===== src/sv/tpbg_pkg.sv =====
// ----------------------------------------------------------------------------
// tpbg_pkg
// Types, codes and small arithmetic helpers of the pulse burst generator.
// ----------------------------------------------------------------------------
`default_nettype none

package tpbg_pkg;

  localparam int IDX_W  = 3;   // channel index width
  localparam int TIME_W = 16;  // times, counts, config values
  localparam int MASK_W = 8;   // per-channel bit masks
  localparam int REQ_W  = 4;
  localparam int ST_W   = 3;
  localparam int CFG_W  = 2;   // config register index width

  // Request codes
  localparam logic [REQ_W-1:0] REQ_TICK    = 4'd0;
  localparam logic [REQ_W-1:0] REQ_START   = 4'd1;
  localparam logic [REQ_W-1:0] REQ_ARM     = 4'd2;
  localparam logic [REQ_W-1:0] REQ_SET_ON  = 4'd3;
  localparam logic [REQ_W-1:0] REQ_SET_OFF = 4'd4;
  localparam logic [REQ_W-1:0] REQ_ON_DN   = 4'd5;
  localparam logic [REQ_W-1:0] REQ_ON_UP   = 4'd6;
  localparam logic [REQ_W-1:0] REQ_OFF_DN  = 4'd7;
  localparam logic [REQ_W-1:0] REQ_OFF_UP  = 4'd8;
  localparam logic [REQ_W-1:0] REQ_READ    = 4'd9;

  // Status codes
  localparam logic [ST_W-1:0] ST_OK       = 3'd0;
  localparam logic [ST_W-1:0] ST_BAD_CH   = 3'd1;
  localparam logic [ST_W-1:0] ST_ZERO_CNT = 3'd2;
  localparam logic [ST_W-1:0] ST_BUSY     = 3'd3;
  localparam logic [ST_W-1:0] ST_UNKNOWN  = 3'd4;

  // Config register indexes
  localparam logic [CFG_W-1:0] CFG_ON_MIN  = 2'd0;
  localparam logic [CFG_W-1:0] CFG_ON_MAX  = 2'd1;
  localparam logic [CFG_W-1:0] CFG_OFF_MIN = 2'd2;
  localparam logic [CFG_W-1:0] CFG_OFF_MAX = 2'd3;

  // Reset values
  localparam logic [TIME_W-1:0] RST_LIM_MIN  = 16'd20;
  localparam logic [TIME_W-1:0] RST_LIM_MAX  = 16'd20000;
  localparam logic [TIME_W-1:0] RST_ON_TIME  = 16'd100;
  localparam logic [TIME_W-1:0] RST_OFF_TIME = 16'd900;
  localparam logic [TIME_W-1:0] RST_COUNT    = 16'd1;
  localparam logic [TIME_W-1:0] RST_STEP     = 16'd2220;  // (20000 - 20) / 9

  // floor(2^16 / 9), used for the divide-by-nine of the nudge step
  localparam logic [12:0] RECIP_9 = 13'd7281;
  localparam logic [16:0] NINE    = 17'd9;

  // Limits and nudge steps handed to every lane
  typedef struct packed {
    logic [TIME_W-1:0] on_min;
    logic [TIME_W-1:0] on_max;
    logic [TIME_W-1:0] off_min;
    logic [TIME_W-1:0] off_max;
    logic [TIME_W-1:0] on_step;
    logic [TIME_W-1:0] off_step;
  } lim_t;

  // Per-lane view of the accepted beat
  typedef struct packed {
    logic              tick;
    logic              cmd;    // command addressed to this lane
    logic [REQ_W-1:0]  req;
    logic [TIME_W-1:0] val;
    logic              lvl;    // this lane's trigger level
  } lane_cmd_t;

  // What one lane reports after the beat
  typedef struct packed {
    logic              drive;
    logic              busy;
    logic [TIME_W-1:0] on_time;
    logic [TIME_W-1:0] off_time;
    logic [TIME_W-1:0] pulses_left;
    logic [ST_W-1:0]   status;
  } lane_out_t;

  // Request fields the merge stage needs
  typedef struct packed {
    logic [REQ_W-1:0] req;
    logic [IDX_W-1:0] idx;
  } sel_t;

  // One result beat
  typedef struct packed {
    logic [MASK_W-1:0] valve_drive;
    logic [MASK_W-1:0] busy_mask;
    logic [ST_W-1:0]   status;
    logic [TIME_W-1:0] on_time_read;
    logic [TIME_W-1:0] off_time_read;
    logic [TIME_W-1:0] pulses_left_read;
  } res_t;

  function automatic logic [TIME_W-1:0] clamp16(input logic [TIME_W-1:0] v,
                                                input logic [TIME_W-1:0] lo,
                                                input logic [TIME_W-1:0] hi);
    logic [TIME_W-1:0] r;
    if (v < lo) r = lo;
    else if (v > hi) r = hi;
    else r = v;
    return r;
  endfunction

  function automatic logic [TIME_W-1:0] plus_clamp(input logic [TIME_W-1:0] v,
                                                   input logic [TIME_W-1:0] s,
                                                   input logic [TIME_W-1:0] lo,
                                                   input logic [TIME_W-1:0] hi);
    logic [TIME_W:0]   sum;
    logic [TIME_W-1:0] r;
    sum = {1'b0, v} + {1'b0, s};
    if (sum > {1'b0, hi}) r = hi;
    else if (sum < {1'b0, lo}) r = lo;
    else r = sum[TIME_W-1:0];
    return r;
  endfunction

  function automatic logic [TIME_W-1:0] minus_step(input logic [TIME_W-1:0] v,
                                                   input logic [TIME_W-1:0] s,
                                                   input logic [TIME_W-1:0] lo);
    logic [TIME_W-1:0] r;
    if (v <= lo || s >= (v - lo)) r = lo;
    else r = v - s;
    return r;
  endfunction

  // span / 9 by reciprocal multiply, one correction, at least 1
  function automatic logic [TIME_W-1:0] step_of(input logic [TIME_W-1:0] span);
    logic [28:0] prod;
    logic [16:0] q;
    logic [16:0] rem;
    logic [16:0] q_fix;
    prod  = {13'd0, span} * {16'd0, RECIP_9};
    q     = {4'd0, prod[28:16]};
    rem   = {1'b0, span} - ((q << 3) + q);
    q_fix = (rem >= NINE) ? q + 17'd1 : q;
    return (q_fix == 17'd0) ? 16'd1 : q_fix[TIME_W-1:0];
  endfunction

endpackage

`default_nettype wire


===== src/sv/tpbg_if.sv =====
// ----------------------------------------------------------------------------
// tpbg_if
// Valid/ready channels of the pulse burst generator: request and result.
// ----------------------------------------------------------------------------
`default_nettype none

interface tpbg_in_if;
  logic        valid;
  logic        ready;
  logic [3:0]  req_type;
  logic [2:0]  valve_index;
  logic [15:0] request_value;
  logic [7:0]  trigger_levels;

  modport source (output valid, req_type, valve_index, request_value, trigger_levels,
                  input ready);
  modport sink   (input valid, req_type, valve_index, request_value, trigger_levels,
                  output ready);
endinterface

interface tpbg_out_if;
  logic        valid;
  logic        ready;
  logic [7:0]  valve_drive;
  logic [7:0]  busy_mask;
  logic [2:0]  status;
  logic [15:0] on_time_read;
  logic [15:0] off_time_read;
  logic [15:0] pulses_left_read;

  modport source (output valid, valve_drive, busy_mask, status, on_time_read,
                  off_time_read, pulses_left_read, input ready);
  modport sink   (input valid, valve_drive, busy_mask, status, on_time_read,
                  off_time_read, pulses_left_read, output ready);
endinterface

`default_nettype wire


===== src/sv/tpbg_lane.sv =====
// ----------------------------------------------------------------------------
// tpbg_lane
// One valve channel: times, trigger arming and the burst phase counter.
// ----------------------------------------------------------------------------
`default_nettype none

module tpbg_lane
  import tpbg_pkg::*;
(
  input  wire logic      clk,
  input  wire logic      rst_n,
  input  wire logic      accept,
  input  wire lane_cmd_t lcmd,
  input  wire lim_t      lim,
  output lane_out_t      lout
);

  logic [TIME_W-1:0] on_time_r, on_time_nxt;
  logic [TIME_W-1:0] off_time_r, off_time_nxt;
  logic [TIME_W-1:0] count_r, count_nxt;
  logic [TIME_W-1:0] phase_r, phase_nxt;
  logic [TIME_W-1:0] pulses_r, pulses_nxt;
  logic              armed_r, armed_nxt;
  logic              active_r, active_nxt;
  logic              high_r, high_nxt;
  logic              seen_r, seen_nxt;

  logic [TIME_W-1:0] on_eff, off_eff;
  logic [TIME_W-1:0] b_phase, b_pulses, ph_inc;
  logic              b_active, b_high, fresh;
  logic [ST_W-1:0]   st;

  // Next state for the beat
  always_comb begin
    // Stored times are clamped into the current limits before use
    on_eff   = clamp16(on_time_r, lim.on_min, lim.on_max);
    off_eff  = clamp16(off_time_r, lim.off_min, lim.off_max);

    on_time_nxt  = on_eff;
    off_time_nxt = off_eff;
    count_nxt    = count_r;
    phase_nxt    = phase_r;
    pulses_nxt   = pulses_r;
    armed_nxt    = armed_r;
    active_nxt   = active_r;
    high_nxt     = high_r;
    seen_nxt     = seen_r;
    st           = ST_OK;

    b_active = active_r;
    b_high   = high_r;
    b_phase  = phase_r;
    b_pulses = pulses_r;
    fresh    = 1'b0;
    ph_inc   = phase_r;

    if (lcmd.tick) begin
      // An armed trigger edge starts a burst unless one is running
      if (armed_r && (lcmd.lvl != seen_r)) begin
        seen_nxt = lcmd.lvl;
        if (!active_r) begin
          b_active = 1'b1;
          b_high   = 1'b1;
          b_phase  = '0;
          b_pulses = (count_r == '0) ? RST_COUNT : count_r;
          fresh    = 1'b1;
        end
      end
      active_nxt = b_active;
      high_nxt   = b_high;
      phase_nxt  = b_phase;
      pulses_nxt = b_pulses;
      // Phase counter, saturating; a fresh burst is not advanced
      if (b_active) begin
        ph_inc = (!fresh && b_phase != '1) ? b_phase + 16'd1 : b_phase;
        if (b_high) begin
          if (ph_inc >= on_eff) begin
            high_nxt  = 1'b0;
            phase_nxt = '0;
          end else begin
            phase_nxt = ph_inc;
          end
        end else if (ph_inc >= off_eff) begin
          phase_nxt = '0;
          if (b_pulses > 16'd1) begin
            pulses_nxt = b_pulses - 16'd1;
            high_nxt   = 1'b1;
          end else begin
            pulses_nxt = '0;
            active_nxt = 1'b0;
          end
        end else begin
          phase_nxt = ph_inc;
        end
      end
    end else if (lcmd.cmd) begin
      case (lcmd.req)
        REQ_START: begin
          if (active_r) begin
            st = ST_BUSY;
          end else begin
            active_nxt = 1'b1;
            high_nxt   = 1'b1;
            phase_nxt  = '0;
            pulses_nxt = (lcmd.val == '0) ? RST_COUNT : lcmd.val;
          end
        end
        REQ_ARM: begin
          if (lcmd.val == '0) begin
            st = ST_ZERO_CNT;
          end else begin
            count_nxt = lcmd.val;
            armed_nxt = 1'b1;
            seen_nxt  = lcmd.lvl;
          end
        end
        REQ_SET_ON:  on_time_nxt  = clamp16(lcmd.val, lim.on_min, lim.on_max);
        REQ_SET_OFF: off_time_nxt = clamp16(lcmd.val, lim.off_min, lim.off_max);
        REQ_ON_DN:   on_time_nxt  = minus_step(on_eff, lim.on_step, lim.on_min);
        REQ_ON_UP:   on_time_nxt  = plus_clamp(on_eff, lim.on_step, lim.on_min, lim.on_max);
        REQ_OFF_DN:  off_time_nxt = minus_step(off_eff, lim.off_step, lim.off_min);
        REQ_OFF_UP:  off_time_nxt = plus_clamp(off_eff, lim.off_step, lim.off_min,
                                               lim.off_max);
        default: ;
      endcase
    end
  end

  // State registers, updated on an accepted beat
  always_ff @(posedge clk) begin
    if (!rst_n) begin
      on_time_r  <= RST_ON_TIME;
      off_time_r <= RST_OFF_TIME;
      count_r    <= RST_COUNT;
      phase_r    <= '0;
      pulses_r   <= '0;
      armed_r    <= 1'b0;
      active_r   <= 1'b0;
      high_r     <= 1'b0;
      seen_r     <= 1'b0;
    end else if (accept) begin
      on_time_r  <= on_time_nxt;
      off_time_r <= off_time_nxt;
      count_r    <= count_nxt;
      phase_r    <= phase_nxt;
      pulses_r   <= pulses_nxt;
      armed_r    <= armed_nxt;
      active_r   <= active_nxt;
      high_r     <= high_nxt;
      seen_r     <= seen_nxt;
    end
  end

  // Values after the beat, for the merge stage
  always_comb begin
    lout.drive       = active_nxt && high_nxt;
    lout.busy        = active_nxt;
    lout.on_time     = on_time_nxt;
    lout.off_time    = off_time_nxt;
    lout.pulses_left = pulses_nxt;
    lout.status      = st;
  end

  // A running burst always has a pulse left
  a_active_pulses: assert property (@(posedge clk) disable iff (!rst_n)
    active_r |-> (pulses_r != '0))
    else $error("tpbg_lane: active burst with no pulses left");

  // High phase only inside a burst
  a_high_in_burst: assert property (@(posedge clk) disable iff (!rst_n)
    high_r |-> active_r)
    else $error("tpbg_lane: high phase outside a burst");

endmodule

`default_nettype wire


===== src/sv/tpbg_merge.sv =====
// ----------------------------------------------------------------------------
// tpbg_merge
// Combines the lane reports into one result and holds it in an output
// register with a skid stage.
// ----------------------------------------------------------------------------
`default_nettype none

module tpbg_merge
  import tpbg_pkg::*;
#(
  parameter int CHANNELS = 2
) (
  input  wire logic      clk,
  input  wire logic      rst_n,
  input  wire logic      push,
  input  wire sel_t      sel,
  input  wire lane_out_t lres [CHANNELS],
  output logic           can_take,
  tpbg_out_if.source     out_ch
);

  res_t res;
  res_t out_data_r, out_data_nxt;
  res_t skid_data_r, skid_data_nxt;
  logic out_valid_r, out_valid_nxt;
  logic skid_valid_r, skid_valid_nxt;
  logic ch_ok, pop;
  logic [ST_W-1:0] lane_st;

  // Merge lane reports
  always_comb begin
    ch_ok   = {1'b0, sel.idx} < (IDX_W+1)'(CHANNELS);
    res     = '0;
    lane_st = ST_OK;
    for (int c = 0; c < CHANNELS; c++) begin
      res.valve_drive[c] = lres[c].drive;
      res.busy_mask[c]   = lres[c].busy;
      if (sel.idx == IDX_W'(c)) begin
        res.on_time_read     = lres[c].on_time;
        res.off_time_read    = lres[c].off_time;
        res.pulses_left_read = lres[c].pulses_left;
        lane_st              = lres[c].status;
      end
    end
    if (sel.req > REQ_READ) res.status = ST_UNKNOWN;
    else if (sel.req != REQ_TICK && !ch_ok) res.status = ST_BAD_CH;
    else if (sel.req != REQ_TICK) res.status = lane_st;
    else res.status = ST_OK;
  end

  // Output register plus skid entry
  always_comb begin
    pop            = out_valid_r && out_ch.ready;
    out_valid_nxt  = out_valid_r;
    skid_valid_nxt = skid_valid_r;
    out_data_nxt   = out_data_r;
    skid_data_nxt  = skid_data_r;
    if (!out_valid_r || pop) begin
      if (skid_valid_r) begin
        out_data_nxt   = skid_data_r;
        out_valid_nxt  = 1'b1;
        skid_valid_nxt = push;
        if (push) skid_data_nxt = res;
      end else begin
        out_valid_nxt = push;
        if (push) out_data_nxt = res;
      end
    end else if (push) begin
      skid_valid_nxt = 1'b1;
      skid_data_nxt  = res;
    end
  end

  always_ff @(posedge clk) begin
    if (!rst_n) begin
      out_valid_r  <= 1'b0;
      skid_valid_r <= 1'b0;
    end else begin
      out_valid_r  <= out_valid_nxt;
      skid_valid_r <= skid_valid_nxt;
    end
  end

  always_ff @(posedge clk) begin
    out_data_r  <= out_data_nxt;
    skid_data_r <= skid_data_nxt;
  end

  assign can_take                = !skid_valid_r;
  assign out_ch.valid            = out_valid_r;
  assign out_ch.valve_drive      = out_data_r.valve_drive;
  assign out_ch.busy_mask        = out_data_r.busy_mask;
  assign out_ch.status           = out_data_r.status;
  assign out_ch.on_time_read     = out_data_r.on_time_read;
  assign out_ch.off_time_read    = out_data_r.off_time_read;
  assign out_ch.pulses_left_read = out_data_r.pulses_left_read;

  // Skid entry is only used behind a full output register
  a_skid_behind_out: assert property (@(posedge clk) disable iff (!rst_n)
    skid_valid_r |-> out_valid_r)
    else $error("tpbg_merge: skid entry without output beat");

endmodule

`default_nettype wire


===== src/sv/triggered_pulse_burst_generator_unit.sv =====
// ----------------------------------------------------------------------------
// triggered_pulse_burst_generator_unit
// Multi-channel valve burst generator: one lane per channel, a shared
// limits/step block and a merge stage with an output skid buffer.
// ----------------------------------------------------------------------------
//  port     dir   kind              beat contents
//  in_ch    in    valid/ready       req_type, valve_index, request_value,
//                                   trigger_levels
//  out_ch   out   valid/ready       valve_drive, busy_mask, status, reads
//  cfg_*    in    write enable      cfg_index selects on/off min/max
//
//  One request beat per cycle while in_ch.ready is high; all lanes update
//  in the accepting cycle. Results leave via the output register (through
//  the skid entry while out_ch stalls). A reg + skid pair holds one extra
//  beat during an output stall; in_ch.ready drops only while the skid
//  entry is full. Reset is synchronous; no clearing pass.
//  A config write updates limits and the nudge step at the same edge.
// ----------------------------------------------------------------------------
`default_nettype none

module triggered_pulse_burst_generator_unit
  import tpbg_pkg::*;
#(
  parameter int CHANNELS = 2
) (
  input  wire logic              clk,
  input  wire logic              rst_n,
  tpbg_in_if.sink                in_ch,
  tpbg_out_if.source             out_ch,
  input  wire logic              cfg_wr_en,
  input  wire logic [CFG_W-1:0]  cfg_index,
  input  wire logic [TIME_W-1:0] cfg_wdata
);

  lim_t              lim_r, lim_nxt;
  logic [TIME_W-1:0] span, step;
  logic              cfg_ok, on_side;
  logic              accept, can_take;
  sel_t              sel;
  lane_cmd_t         lcmd [CHANNELS];
  lane_out_t         lres [CHANNELS];

  assign accept       = in_ch.valid && in_ch.ready;
  assign in_ch.ready  = can_take;

  // Limit writes: ignored when they would break min < max
  always_comb begin
    lim_nxt = lim_r;
    cfg_ok  = 1'b0;
    on_side = 1'b1;
    span    = '0;
    case (cfg_index)
      CFG_ON_MIN: begin
        cfg_ok = cfg_wdata < lim_r.on_max;
        span   = lim_r.on_max - cfg_wdata;
        lim_nxt.on_min = cfg_wdata;
      end
      CFG_ON_MAX: begin
        cfg_ok = cfg_wdata > lim_r.on_min;
        span   = cfg_wdata - lim_r.on_min;
        lim_nxt.on_max = cfg_wdata;
      end
      CFG_OFF_MIN: begin
        on_side = 1'b0;
        cfg_ok  = cfg_wdata < lim_r.off_max;
        span    = lim_r.off_max - cfg_wdata;
        lim_nxt.off_min = cfg_wdata;
      end
      CFG_OFF_MAX: begin
        on_side = 1'b0;
        cfg_ok  = cfg_wdata > lim_r.off_min;
        span    = cfg_wdata - lim_r.off_min;
        lim_nxt.off_max = cfg_wdata;
      end
      default: ;
    endcase
    // Shared step unit: one write at a time
    step = step_of(span);
    if (on_side) lim_nxt.on_step = step;
    else lim_nxt.off_step = step;
  end

  always_ff @(posedge clk) begin
    if (!rst_n) begin
      lim_r.on_min   <= RST_LIM_MIN;
      lim_r.on_max   <= RST_LIM_MAX;
      lim_r.off_min  <= RST_LIM_MIN;
      lim_r.off_max  <= RST_LIM_MAX;
      lim_r.on_step  <= RST_STEP;
      lim_r.off_step <= RST_STEP;
    end else if (cfg_wr_en && cfg_ok) begin
      lim_r <= lim_nxt;
    end
  end

  // Channel lanes
  for (genvar c = 0; c < CHANNELS; c++) begin : g_lane
    always_comb begin
      lcmd[c].tick = in_ch.req_type == REQ_TICK;
      lcmd[c].cmd  = (in_ch.req_type inside {[REQ_START:REQ_READ]}) &&
                     (in_ch.valve_index == IDX_W'(c));
      lcmd[c].req  = in_ch.req_type;
      lcmd[c].val  = in_ch.request_value;
      lcmd[c].lvl  = in_ch.trigger_levels[c];
    end

    tpbg_lane u_lane (
      .clk    (clk),
      .rst_n  (rst_n),
      .accept (accept),
      .lcmd   (lcmd[c]),
      .lim    (lim_r),
      .lout   (lres[c])
    );
  end

  // Merge and output
  assign sel.req = in_ch.req_type;
  assign sel.idx = in_ch.valve_index;

  tpbg_merge #(
    .CHANNELS (CHANNELS)
  ) u_merge (
    .clk      (clk),
    .rst_n    (rst_n),
    .push     (accept),
    .sel      (sel),
    .lres     (lres),
    .can_take (can_take),
    .out_ch   (out_ch)
  );

  // Limits keep their order
  a_on_order: assert property (@(posedge clk) disable iff (!rst_n)
    lim_r.on_min < lim_r.on_max)
    else $error("tpbg: on limits out of order");

  a_off_order: assert property (@(posedge clk) disable iff (!rst_n)
    lim_r.off_min < lim_r.off_max)
    else $error("tpbg: off limits out of order");

  // A rejected limit write leaves the limits alone
  a_reject_hold: assert property (@(posedge clk) disable iff (!rst_n)
    (cfg_wr_en && !cfg_ok) |=> $stable(lim_r))
    else $error("tpbg: rejected limit write changed the limits");

endmodule

`default_nettype wire


===== src/flat_wrapper.sv =====
// flat-port wrapper written by rule: the top's interface ports become plain ports
module triggered_pulse_burst_generator_unit_flat import tpbg_pkg::*;
#(
  parameter int CHANNELS = 2
)
  (clk, rst_n, cfg_wr_en, cfg_index, cfg_wdata, in_ch_valid, in_ch_req_type, in_ch_valve_index, in_ch_request_value, in_ch_trigger_levels, in_ch_ready, out_ch_valid, out_ch_valve_drive, out_ch_busy_mask, out_ch_status, out_ch_on_time_read, out_ch_off_time_read, out_ch_pulses_left_read, out_ch_ready);
  tpbg_in_if in_ch_i ();
  tpbg_out_if out_ch_i ();
  input  wire logic clk;
  input  wire logic rst_n;
  input  wire logic cfg_wr_en;
  input  wire logic [CFG_W-1:0] cfg_index;
  input  wire logic [TIME_W-1:0] cfg_wdata;
  input wire logic [$bits(in_ch_i.valid)-1:0] in_ch_valid;
  input wire logic [$bits(in_ch_i.req_type)-1:0] in_ch_req_type;
  input wire logic [$bits(in_ch_i.valve_index)-1:0] in_ch_valve_index;
  input wire logic [$bits(in_ch_i.request_value)-1:0] in_ch_request_value;
  input wire logic [$bits(in_ch_i.trigger_levels)-1:0] in_ch_trigger_levels;
  output wire logic [$bits(in_ch_i.ready)-1:0] in_ch_ready;
  output wire logic [$bits(out_ch_i.valid)-1:0] out_ch_valid;
  output wire logic [$bits(out_ch_i.valve_drive)-1:0] out_ch_valve_drive;
  output wire logic [$bits(out_ch_i.busy_mask)-1:0] out_ch_busy_mask;
  output wire logic [$bits(out_ch_i.status)-1:0] out_ch_status;
  output wire logic [$bits(out_ch_i.on_time_read)-1:0] out_ch_on_time_read;
  output wire logic [$bits(out_ch_i.off_time_read)-1:0] out_ch_off_time_read;
  output wire logic [$bits(out_ch_i.pulses_left_read)-1:0] out_ch_pulses_left_read;
  input wire logic [$bits(out_ch_i.ready)-1:0] out_ch_ready;
  assign in_ch_i.valid = in_ch_valid;
  assign in_ch_i.req_type = in_ch_req_type;
  assign in_ch_i.valve_index = in_ch_valve_index;
  assign in_ch_i.request_value = in_ch_request_value;
  assign in_ch_i.trigger_levels = in_ch_trigger_levels;
  assign in_ch_ready = in_ch_i.ready;
  assign out_ch_valid = out_ch_i.valid;
  assign out_ch_valve_drive = out_ch_i.valve_drive;
  assign out_ch_busy_mask = out_ch_i.busy_mask;
  assign out_ch_status = out_ch_i.status;
  assign out_ch_on_time_read = out_ch_i.on_time_read;
  assign out_ch_off_time_read = out_ch_i.off_time_read;
  assign out_ch_pulses_left_read = out_ch_i.pulses_left_read;
  assign out_ch_i.ready = out_ch_ready;
  triggered_pulse_burst_generator_unit #(.CHANNELS(CHANNELS)) u_core (.clk(clk), .rst_n(rst_n), .in_ch(in_ch_i), .out_ch(out_ch_i), .cfg_wr_en(cfg_wr_en), .cfg_index(cfg_index), .cfg_wdata(cfg_wdata));
endmodule

===== config.mk =====
export PLATFORM = sky130hd
export DESIGN_NAME = triggered_pulse_burst_generator_unit_flat
export DESIGN_NICKNAME = d
export VERILOG_FILES = /design/src/sv/tpbg_pkg.sv /design/src/sv/tpbg_if.sv /design/src/sv/tpbg_lane.sv /design/src/sv/tpbg_merge.sv /design/src/sv/triggered_pulse_burst_generator_unit.sv /design/src/flat_wrapper.sv
export SDC_FILE = /design/constraint.sdc
export NUM_CORES = 2
export LEC_CHECK = 0
export BUFFER_PORTS_ARGS = -buffer_cell sky130_fd_sc_hd__buf_2
export CAP_MARGIN = 20
export CORE_ASPECT_RATIO = 1.25
export CORE_MARGIN = 3
export CORE_UTILIZATION = 30
export CTS_BUF_LIST = sky130_fd_sc_hd__clkbuf_4
export DETAILED_ROUTE_END_ITERATION = 7
export GPL_TIMING_DRIVEN = 0
export REMOVE_ABC_BUFFERS = 1
export SYNTH_ARGS = -nofsm -noshare
export SYNTH_HDL_FRONTEND = slang
export SYNTH_SLANG_ARGS = --single-unit

===== constraint.sdc =====
create_clock -name clk -period 17.95 [get_ports clk]
set_clock_uncertainty 0.2 [all_clocks]
set_input_delay 2.6925 -clock clk [delete_from_list [all_inputs] [get_ports clk]]
set_output_delay 2.6925 -clock clk [all_outputs]
set_load 0.02 [all_outputs]

# After elaboration in Yosys (flattened, before gate mapping)
# Cells that the tools add are included.
[word_totals]
regBits = 400
latchBits = 0
ram_bits = 0
rom_bits = 0
input_bits = 54
out_inout_bits = 69
elab_cells = 345
memories = 0
[op_classes]
addsub = 23
n_mul = 1
n_div = 0
order_cmp = 43
eq_ne = 20
shift = 0
mux = 166
n_bitwise = 3
reduce_logical = 51
[ops]
columns = ["cell", "n"]
rows = [
  ["$mux 16", 80],
  ["$mux 67", 5],
  ["$pmux 16 s3", 4],
  ["$sub 16x16->16", 12],
  ["$ge 16x16->1", 8],
  ["$gt 16x16->1", 8],
  ["$lt 16x16->1", 8],
  ["$mux 48", 2],
  ["$add 16x16->17", 4],
  ["$gt 17x16->1", 4],
  ["$lt 17x16->1", 4],
  ["$le 16x16->1", 4],
  ["$pmux 16 s4", 1],
  ["$mux 1", 58],
  ["$logic_not 16->1", 3],
  ["$add 16x1->16 const B", 2],
  ["$gt 16x1->1 const B", 2],
  ["$ne 16x16->1 const B", 2],
  ["$sub 16x1->16 const B", 2],
  ["$mul 16x13->29 const B", 1],
  ["$mux 3", 7],
  ["$reduce_and 5->1", 4],
  ["$add 16x13->17", 1],
  ["$ge 17x4->1 const B", 1],
  ["34 further kinds", 80],
]

# Longest topological paths before layout
[logic_depth]
word_depth = 17
ltp_mapped = 53
ltp_nobuf = 52

# Modules after synthesis
# A second synthesis with hierarchy kept.
[hier_totals]
hier_cells = 6643
area_unflattened_um2 = 52285.1
[by_module_without_submodules]
columns = ["module", "n_inst", "cells_each", "area_each_um2", "seq_area_each_um2"]
rows = [
  ["tpbg_lane at u_core.g_lane[1].u_lane", 1, 2487, 18380.1, 1681.6],
  ["tpbg_lane at u_core.g_lane[0].u_lane", 1, 2400, 17764.5, 1681.6],
  ["triggered_pulse_burst_generator_unit", 1, 1379, 11136.9, 1841.8],
  ["tpbg_merge", 1, 377, 5003.5, 3343.2],
]

# Worst setup path before layout
# No wires, ideal clock.
[synth_path]
path_kind = "in2reg"
startpoint = "input cfg_wdata[1]"
endpoint = "register u_core.lim_r[0] (netlist bit)"
setup_ns = 0.072
t_arrival_ns = 13.307
required_time_ns = 17.678
setup_slack_ns = 4.371
path_stages = 41
n_path_buf = 0
cell_sequence = "inv_1 ha_1 nor2b_1 o21ai_0 a21boi_0 o21ai_0 a21boi_0 o21ai_0 a21oi_1 o41ai_1 o21ai_0 xor2_1 mux4_2 fa_1 ha_1 inv_1 fa_1 inv_1 [... 5 more ...] a21o_1 o21a_1 o31ai_1 fa_1 ha_1 a21o_1 a22o_1 a2111oi_0 nor2_1 mux2_1 a22oi_1 nand4_4 nand4_2 xnor2_1 or4_1 or4_1 o31a_1 mux2i_1"
[synth_via]
elab_chain_len = 9
word_cells_on_any_way = 20
classes_between = "7 x add/sub; 1 x mul; 5 x order compare; 4 x mux; 3 x reduce/logical"
[synth_lines]
columns = ["element", "line_no", "text"]
rows = [
  ["start, declared", "flat_wrapper.sv:13", "input wire logic [TIME_W-1:0] cfg_wdata;"],
  ["$sub 16x16->16 (on tied branches)", "n/a", ""],
  ["$pmux 16 s4", "triggered_pulse_burst_generator_unit.sv:52", "case (cfg_index)"],
  ["$mul 16x13->29", "tpbg_pkg.sv:136", "prod = {13'd0, span} * {16'd0, RECIP_9};"],
  ["$add 16x13->17", "tpbg_pkg.sv:138", "rem = {1'b0, span} - ((q << 3) + q);"],
  ["$sub 16x17->17", "tpbg_pkg.sv:138", ""],
  ["$ge 17x4->1", "tpbg_pkg.sv:139", "q_fix = (rem >= NINE) ? q + 17'd1 : q;"],
  ["$mux 17", "tpbg_pkg.sv:139", ""],
  ["$logic_not 17->1", "tpbg_pkg.sv:140", "return (q_fix == 17'd0) ? 16'd1 : q_fix[TIME_W-1:0];"],
  ["$mux 16", "tpbg_pkg.sv:140", ""],
  ["end signal, assigned", "triggered_pulse_burst_generator_unit.sv:92", "lim_r <= lim_nxt;"],
  ["end, declared", "triggered_pulse_burst_generator_unit.sv:35", "lim_t lim_r, lim_nxt;"],
]
# Parallel ways exist; a longest one is shown, timed or not.
# A chain may end at the register's enable or synchronous reset.

# Final worst setup path
[layout_path]
startpoint = "input cfg_wdata[1]"
endpoint = "register u_core.lim_r[16] (netlist bit)"
# Same word-level chain as after synthesis.

==> flow_metrics.tcl <==
set metrics [dict create \
    cts_setup_buffers 0 \
    first_iter_violations 4674 \
    areaGrowthSynthToFinish_pct 9.882 \
    synth_cells 6199 \
    slowest_stage "xnor2_1" \
    cts_tree "built" \
    setup_viol 0 \
    die_area_um2 165500 \
    status "finished, final reports clean" \
    die_x_um 364.4 \
    io_pins 123 \
    synth-simple-area-share 0.1871 \
    wirelength_mm 216.3 \
    worstMarginPinSlew_ps 1272 \
    rsz0062_at_grt "false" \
    worstReg2RegStart "u_core.lim_r[52]" \
    clock-root-buffer "clkbuf_4" \
    htree_levels 3 \
    grt_pass1_wl_mm 312.1 \
    critical_path_class "in -> reg" \
    period_share 0.8580 \
    reg2reg_depth 47 \
    drv_slew 0 \
    synth.avg_cell_area_um2 7.772 \
    hold_class "reg -> reg" \
    drt.antenna.violating_nets 0 \
    drc 0 \
    fillCellCount 16880 \
    cts-resized-gates 0 \
    max_stage_delay_ps 760 \
    routabilityCongestion 1.017 \
    core_area_um2 158700 \
    grt_usage 0.2531 \
    ys_warn_count 0 \
    first_global_vias 46940 \
    r2r-end "u_core.lim_r[16]" \
    vias 49100 \
    ys_seq_area_frac 0.1774 \
    drt_pass1_iterations 7 \
    period_minus_slack_ps 15400 \
    cts_hold_buf 0 \
    synth.distinct_cells 100 \
    die_h_um 454.0 \
    synth_area_um2 48180 \
    cp.arrival_ps 16180 \
    hold_path_depth 2 \
    path_max_fanout 16 \
    nNetsFinal 7130 \
    place_hpwl_mm 168.2 \
    clockBufferDepth 3 \
    clock-sinks 372 \
    async_reset_ff_frac 0 \
    portBuffers 104 \
    synth_compound_area_frac 0.2479 \
    synth_edf_count 110 \
    initial_core_util 0.3036 \
    grt_start_max_net_pins 108 \
    hold_start "u_core.g_lane[0].u_lane.count_r[13]" \
    critPathCaptureType "flop" \
    clk_pin_slew_worst_paths_ps 60 \
    synth-main-ff-cell "dfxtp_1" \
    totalNegativeSetupSlack_ps 0 \
    drive_above_1_share 0.07781 \
    min_to "u_core.g_lane[0].u_lane.count_r[13]" \
    slew_headroom 0.1409 \
    synthMostInstantiatedCell "ha_1" \
    ys_top_cells_by_count "779 x ha_1, 636 x nand2_1, 552 x nor2_1" \
    worstSkewPairLatency_ps 1090 \
    synth_top_area_frac 0.2023 \
    cts_buffers 102 \
    place_area_um2 51470 \
    startpoint_type "primary input" \
    max_freq_mhz 64.93 \
    rrSetupSlack_ps 3470 \
    hold-worst-slack_ps 279.4 \
    max_cap_viol_count 0 \
    core.rowCount 163 \
    synth_top_family_by_area "compound AO/OA/AOI/OAI gates" \
    ys_top_cells_by_area "ha_1 20%, dfxtp_1 11%, edfxtp_1 6.9%, a21oi_1 5.6%, nand2_1 5.0%" \
    crit_top_cell "inv_1" \
    synth_xor_area_frac 0.04955 \
    stdcell_area_um2 52940 \
    hold_viol 0 \
    synth-seq-cells 372 \
    overflow 0 \
    antenna_found_initial 23 \
    muxShareOfSynthArea 0.05049 \
    viasPerCell 5.852 \
    wl_per_cell_um 25.79 \
    worstPathRequired_ps 18730 \
    synth_fa_ha_area_frac 0.2314 \
    synth_top_area_cell "ha_1" \
]
-- final cells by class --
cell class / instances / area, um2 / share of cell area
diodes: 18 / 45.04 / 0.0008509
flip-flops and latches: 372 / 8549 / 0.1615
clock buffers: 151 / 1134 / 0.02141
clock inverters: 36 / 195.2 / 0.003687
multi-input cells: 5135 / 37160 / 0.7019
well taps: 2062 / 2580 / 0.04874
inverters: 429 / 1618 / 0.03056
repair buffers: 187 / 1658 / 0.03132
-- layer usage --
| metal | vias up | wire length [um] | track usage |
|---|---|---|---|
| li1 | 22720 | - | - |
| met1 | 23450 | 85970 | 0.3072 |
| met2 | 2297 | 96420 | 0.4058 |
| met3 | 617 | 16400 | 0.04391 |
| met4 | 14 | 17450 | 0.1766 |
| met5 | - | 94 | 0 |
-- state kept, by name (all words and copies together) (netlist names), 3 cells and up --
name                                    count
u_core.g_lane.u_lane.count_r               32
u_core.g_lane.u_lane.off_time_r            32
u_core.g_lane.u_lane.on_time_r             32
u_core.g_lane.u_lane.phase_r               32
u_core.g_lane.u_lane.pulses_r              32
u_core.lim_r                               92
u_core.u_merge.out_ch.off_time_read        16
u_core.u_merge.out_ch.on_time_read         16
u_core.u_merge.out_ch.pulses_left_read     16
u_core.u_merge.out_ch.status                3
u_core.u_merge.skid_data_r                 55
-- cell families (layout without fill, tap and decap cells) --
kind of cell,after synthesis,after routing
AO/OA/AOI/OAI,1833,1833
XOR/XNOR,270,270
adder cells (fa/ha/maj),849,849
buffers and inverters,703,803
flip-flops,372,372
multiplexers,230,230
other,1,30
AND/OR/NAND/NOR,1941,1941
-- worst max-delay path by stage --
stage	start	endpoint	slack (ps)	depth (start not counted)
4_1_cts	cfg_wdata[1]	u_core.lim_r[16]	2740	49
3_3_place_gp	cfg_wdata[1]	u_core.lim_r[16]	1560	45
5_1_grt	cfg_wdata[1]	u_core.lim_r[16]	1930	46
2_1_floorplan	cfg_wdata[1]	u_core.lim_r[16]	4270	41
3_5_place_dp	cfg_wdata[1]	u_core.lim_r[16]	1680	49
6_report	cfg_wdata[1]	u_core.lim_r[16]	2550	49
-- cells in the final DEF (no fill, tap or decap), types with 49 or more instances in the layout --
master	instances
xnor2_1	164
nand2b_1	89
a31oi_1	49
nand3_1	119
nand4_1	89
edfxtp_1	110
clkbuf_4	154
mux2i_1	174
a21o_1	182
buf_2	110
o21ai_0	301
o211ai_1	91
o31ai_1	61
ha_1	779
a21oi_1	536
nor3_1	143
a211oi_1	95
nand2_1	635
dfxtp_1	261
nor2_1	539
inv_1	422
xor2_1	103
nor2b_1	72
o21a_1	78
fa_1	70
-- critical path, delay by kind of cell --
kind	cells	cell delay [ps]
simple gates	8	2130
xor+xnor	4	1330
compound gates	18	4280
mux	2	830
buf+inv	8	1180
fa+ha+maj	9	3730
-- metrics by stage --
stage / util / setup slack [ps] / cells
floorplan: - / 4272 / 5936
global placement: 0.3166 / 1558 / 8102
detailed placement: 0.3244 / 1678 / 8176
CTS: 0.3328 / 2738 / 8363
global route: 0.3334 / 1931 / 8377
finish: 0.3336 / 2550 / 8390
Power is left out: the tool's default activity adds up to more than one toggle a clock period on the data nets, which glitch-free logic cannot reach.
